### src/hw/rtl/jss_pkg.sv
// jss_pkg: shared types and constants for the jump search table
// no dependencies; imported by every module of the block
package jss_pkg;

    localparam int TABLE_DEPTH_DEF = 1024;
    localparam int KEY_W    = 32;
    localparam int INDEX_W  = 10;
    localparam int LEN_W    = 11;
    localparam int CNT_W    = LEN_W + 1;
    localparam int STRIDE_W = 6;
    localparam int SQ_BIT_W = 3;

    localparam logic MODE_LOAD   = 1'b0;
    localparam logic MODE_SEARCH = 1'b1;

    typedef struct packed {
        logic accept;
        logic rd_jump;
        logic rd_scan;
        logic adv_jump;
        logic adv_scan;
        logic set_result;
        logic result_found;
    } cmd_t;

    typedef struct packed {
        logic stride_busy;
        logic n_zero;
        logic probe_ge;
        logic probe_eq;
        logic step_ge_n;
        logic low_last;
    } stat_t;

endpackage

### src/hw/rtl/jss_ctrl.sv
// jss_ctrl: search sequencer and output handshake
// depends on jss_pkg; drives the command word of jss_datapath
module jss_ctrl
    import jss_pkg::*;
(
    input  logic  clk,
    input  logic  rst_n,
    input  logic  item_valid,
    output logic  item_stall,
    input  logic  mode,
    input  logic  length_we,
    output logic  result_valid,
    input  logic  result_stall,
    input  stat_t stat,
    output cmd_t  cmd
);

    typedef enum logic [2:0] {
        ST_IDLE,
        ST_START,
        ST_JREAD,
        ST_JCMP,
        ST_SREAD,
        ST_SCMP
    } state_t;

    state_t state_reg, state_next;
    logic   result_valid_reg, result_valid_next;
    logic   slot_free;

    always_comb
    begin
        slot_free  = !result_valid_reg || !result_stall;
        item_stall = (state_reg != ST_IDLE) || stat.stride_busy || length_we;

        cmd               = '0;
        state_next        = state_reg;
        result_valid_next = result_valid_reg && result_stall;

        unique case (state_reg)
            ST_IDLE:
            begin
                if (item_valid && !item_stall)
                begin
                    cmd.accept = 1'b1;
                    if (mode == MODE_SEARCH)
                        state_next = ST_START;
                end
            end
            ST_START:
            begin
                if (!stat.n_zero)
                    state_next = ST_JREAD;
                else if (slot_free)
                begin
                    cmd.set_result    = 1'b1;
                    result_valid_next = 1'b1;
                    state_next        = ST_IDLE;
                end
            end
            ST_JREAD:
            begin
                cmd.rd_jump = 1'b1;
                state_next  = ST_JCMP;
            end
            ST_JCMP:
            begin
                if (stat.probe_ge)
                    state_next = ST_SREAD;
                else if (!stat.step_ge_n)
                begin
                    cmd.adv_jump = 1'b1;
                    state_next   = ST_JREAD;
                end
                else if (slot_free)
                begin
                    cmd.set_result    = 1'b1;
                    result_valid_next = 1'b1;
                    state_next        = ST_IDLE;
                end
            end
            ST_SREAD:
            begin
                cmd.rd_scan = 1'b1;
                state_next  = ST_SCMP;
            end
            ST_SCMP:
            begin
                if (!stat.probe_ge && !stat.low_last)
                begin
                    cmd.adv_scan = 1'b1;
                    state_next   = ST_SREAD;
                end
                else if (slot_free)
                begin
                    cmd.set_result    = 1'b1;
                    cmd.result_found  = stat.probe_eq;
                    result_valid_next = 1'b1;
                    state_next        = ST_IDLE;
                end
            end
            default:
            begin
                state_next = ST_IDLE;
            end
        endcase
    end

    always_ff @(posedge clk or negedge rst_n)
    begin
        if (!rst_n)
        begin
            state_reg        <= ST_IDLE;
            result_valid_reg <= 1'b0;
        end
        else
        begin
            state_reg        <= state_next;
            result_valid_reg <= result_valid_next;
        end
    end

    assign result_valid = result_valid_reg;

endmodule
### config.mk
export PLATFORM = sky130hd
export DESIGN_NAME = jss_ctrl
export DESIGN_NICKNAME = d
export VERILOG_FILES = /design/src/hw/rtl/jss_pkg.sv /design/src/hw/rtl/jss_ctrl.sv
export SDC_FILE = /design/constraint.sdc
export NUM_CORES = 1
export LEC_CHECK = 0
export ABC_CLOCK_PERIOD_IN_PS = 1800
export BUFFER_PORTS_ARGS = -buffer_cell sky130_fd_sc_hd__buf_2
export CORE_AREA = 5 5 46 48
export CTS_BUF_LIST = sky130_fd_sc_hd__clkbuf_8
export DETAILED_ROUTE_END_ITERATION = 12
export DIE_AREA = 0 0 51 53
export GPL_ROUTABILITY_DRIVEN = 0
export SLEW_MARGIN = 25
export SYNTH_ARGS = -nofsm -noshare
export SYNTH_HDL_FRONTEND = slang
export SYNTH_SLANG_ARGS = --single-unit
### constraint.sdc
create_clock -name clk -period 1.8 [get_ports clk]
set_input_delay 0.36 -clock clk [delete_from_list [all_inputs] [get_ports clk]]
set_output_delay 0.36 -clock clk [all_outputs]
set_load 0.01 [all_outputs]
After elaboration in Yosys (flattened, before gate mapping)
Cells that the tools add are included.

Mux-type cells: 31. Reductions and logical operators: 14. Eq/ne operators: 7.

Operators with widths (number): 3-bit two-way mux (7); 1-bit two-way mux (19); 3-bit one-hot mux with 6 select lines (1); 3-bit by 2-bit == test with 1-bit output (second input constant) (2); 3-bit == test (second input constant) (2); 1-bit one-hot mux with 3 select lines (2); 1-bit logical NOT (5); 2-bit two-way mux (2); 2-bit inequality test (second input constant) (2); 3-bit by 1-bit == test with 1-bit output (second input constant) (1); 1-bit logical AND (3); 3-bit logical NOT (1); 1-bit logical OR (3); 3-bit nonzero test (1); 2-bit AND reduction (1).

Register bits after elaboration: 4. Word-level logic and storage cells: 54. Input port bits: 12. Output and inout port bits: 9.

Longest topological paths before layout
Depth after elaboration: 7. Gate-level depth with buffers: 4. Depth with buffers taken out: 3.

Worst setup path before layout
Ideal clock, no wire load.

Kind: register to output. Start point: register state_reg[1]. End point: output port cmd[6] (netlist bit). Data required time: 1440 ps. Arrival time: 1103 ps. Buffers on the path: 1. Stages on the path, launching flop included: 5. Setup slack: 337 ps. Path through: dfrtp_1 -> buf_6 -> nor4_4 -> nand2b_1 -> nor2_1.

RTL lines: start, declared (line jss_ctrl.sv:27) `state_t state_reg, state_next;`; start signal, assigned (line jss_ctrl.sv:118) `state_reg <= state_next;`; end, declared (line jss_ctrl.sv:15) `output cmd_t cmd`.

==> key figures <==
Outcome
  – Outcome: finished, final reports clean

Floorplanning
  – Die Y: 53 µm
  – Die Footprint: 0.00270 mm²
  – I/O Pins: 21
  – Core area: between 0.0015 and 0.002 mm²
  – Rows: 15
  – Initial Utilization: 23.3%
  – Die Span X: 51 µm

Route
  – DR iter-0 viols: 9
  – WL/cell: 11.6 µm
  – Routed WL: approximately 1 mm
  – Vias: 423
  – DRT antenna net count: 0
  – Router iterations before antenna repair: 4
  – DR vias/cell: a little under 5
  – Drt drc: 0

Hold path
  – Worst hold path type: in -> reg
  – Hold Path End: state_reg[0]
  – Min-delay src: item_valid
  – Hold path depth: 3

Layout
  – Largest register FFs: 3
  – Antenna cell count: 0
  – Final #Nets: 84
  – Share of cells above drive strength 1: a little under half
  – Post-route cell area: 566 µm²
  – Fin util: between 30 and 40%
  – Fillers: 180
  – Commonest non-fill, non-tap cell in the layout: buf_2
  – Area Growth Syn to Fin: 45.3%
  – Most frequent cells in the layout: 20 x buf_2, 4 x nor2_1, 4 x nor3_1, 4 x inv_1

Worst setup path
  – Crit path from: state_reg[2]
  – Crit-path slowest cell: dfrtp_2
  – Startpoint Class: flop
  – CP max stage delay: between 0.3 and 0.4 ns
  – Critical Path End Type: output port
  – Worst Path Buf+Inv: 1
  – WS Path Type: reg -> out
  – R2R Path Start: state_reg[1]
  – Crit path max fanout: 6
  – Crit path max-delay family: flip-flops
  – Worst r2r dst: state_reg[0]
  – Path depth of the worst reg2reg path: 4
  – CP required: 1.44 ns
  – Crit path DAT: 1.37 ns
  – Worst path cell trace: or3b_1 > a32oi_2 > a21oi_1 > buf_2
  – Reg2Reg Setup Slack: around 0.49 ns

Run
  – Max Cap Viol: 0

Timing
  – Hold slack: approximately 0.42 ns
  – Slew of the pin with the lowest slew margin: about 0.24 ns
  – Max Freq: 578 MHz
  – Final slew viol count: 0
  – Period minus WS final: 1.73 ns
  – Sum Neg Setup Slack: 0 ns
  – Slew headroom: 83.7%
  – RSZ-0062 raised after global routing: yes
  – Fin crit share: 96.2%
  – Final Hold Viols: 0
  – Final setup viols: 0
  – Clock Skews: ~0.0024 ns

Global routing
  – All-Layer GR Usage: 8.00%
  – First-pass GRT wire length: 1.59 mm
  – Antenna violations before repair: 0
  – Pin count of the biggest net entering global routing: 13
  – Vias in the first global route: 351
  – Total grt overflow: 0

CTS
  – CTS tree: built
  – Clock sinks: 4
  – Root Buffer: clkbuf_8
  – Clock Latency Late Sink: 0.21 ns
  – CTS H-tree depth: 1
  – Clock tree buffer depth: 2
  – Num CTS Buffers: 3
  – Clk slew on worst S/H paths: 0.03 ns

Placed design
  – PortBufs: 20
  – Placed cell areas: 498 µm²
  – Detailed placement HPWL: approximately 800 µm

Logic synthesis
  – Synth warn: 0
  – Post-Syn Instances: 45
  – Synth cell types: 27
  – Synthesized area per cell: 8.65 µm²
  – Post-synthesis sequential area ratio: 25.7%
  – Mapped Nets: 57
  – Flops & latches, synth: 4
  – Post-synth design cell area: 389 µm²

Power
  – Peak VDD IR: 0.609 mV
  – Pwr dens: around 1300 mW/mm²
  – LEAKAGE: between 0.2 and 0.3 nW
-- report_power, final --
part	switching [mW]	internal (mW)
sequential	0.0770	0.133
clock	0.0408	0.142
combinational	0.170	0.198
total	0.287	0.472
-- cells in the mapped netlist --
library cell	number	share of area (%)
o22a_1	1	2.3
a32oi_2	1	4.2
dfrtp_1	4	26
nor3b_1	1	1.9
a21oi_1	2	2.6
nor2b_1	1	1.6
nor3_1	4	5.1
or2_1	1	1.6
buf_6	2	5.8
o2bb2ai_1	1	2.3
nor4_4	1	5.5
nor2_1	4	3.9
and4bb_1	1	3.2
or3b_1	1	2.3
inv_1	4	3.9
o32ai_1	1	2.3
a221oi_2	1	3.9
a21o_1	1	1.9
nand3b_1	1	1.9
a32oi_1	1	2.3
nand3_1	1	1.3
buf_2	1	1.3
and2_1	1	1.6
nand2b_1	2	3.2
or2b_1	2	3.9
nand2_1	3	2.9
and2b_1	1	1.9
-- cells by family (layout without fill, tap and decap cells) --
logic type / Yosys count / count (layout) / synth area share [%]
compound gates: 9 / 9 / 21.5
flops: 4 / 4 / 25.7
buf+inv: 7 / 32 / 10.9
simple gates: 25 / 25 / 41.8
-- worst max path at each step --
stage	endpoint	cells after the start	slack, ns
finish	cmd[1]	4	0.07
global route	cmd[1]	4	-0.008
CTS	cmd[1]	4	0.009
detailed placement	cmd[1]	4	0.19
global placement	cmd[1]	5	0.19
floorplan	cmd[6]	4	0.34
-- metrics by stage --
stage,instances,worst slack [ns],total power [mW]
6_report,87,0.0689,0.760
5_1_grt,87,-0.00778,0.831
4_1_cts,85,0.00895,0.745
3_5_place_dp,81,0.186,0.551
3_3_place_gp,81,0.187,0.549
2_1_floorplan,45,0.337,0.467
-- final cells by class --
type	instances	area, µm²	area share (%)
clock buffers	3	41.3	7.30
multi-input cells	34	246	43.6
flip-flops and latches	4	104	18.4
well taps	17	21.3	3.76
repair buffers	25	138	24.3
inverters	4	15.0	2.65
-- worst reg2reg max path, stage by stage (launching register included) --
cell,delay [ns]
dfrtp_2,0.47
and2b_1,0.23
a32oi_2,0.11
buf_4,0.16
a221oi_2,0.24
-- layer usage --
metal / part of all wire (%) / GRT usage [%]
met4: 0 / 1.35
met3: 11 / 4.51
met2: 41 / 11.8
met1: 47 / 10.2
met5: 0 / 0
-- timing repair --
| action | in CTS | in global routing |
|---|---|---|
| endpoints found under the hold margin | 4 | 0 |
| setup endpoints to repair | 1 | 4 |
| setup buffers | 0 | 2 |
| resized for setup | 1 | 2 |
| pin swaps | 0 | 0 |
| hold buffers | 1 | 0 |
| cloned | 0 | 0 |
Power figures use the tool's default switching activity.
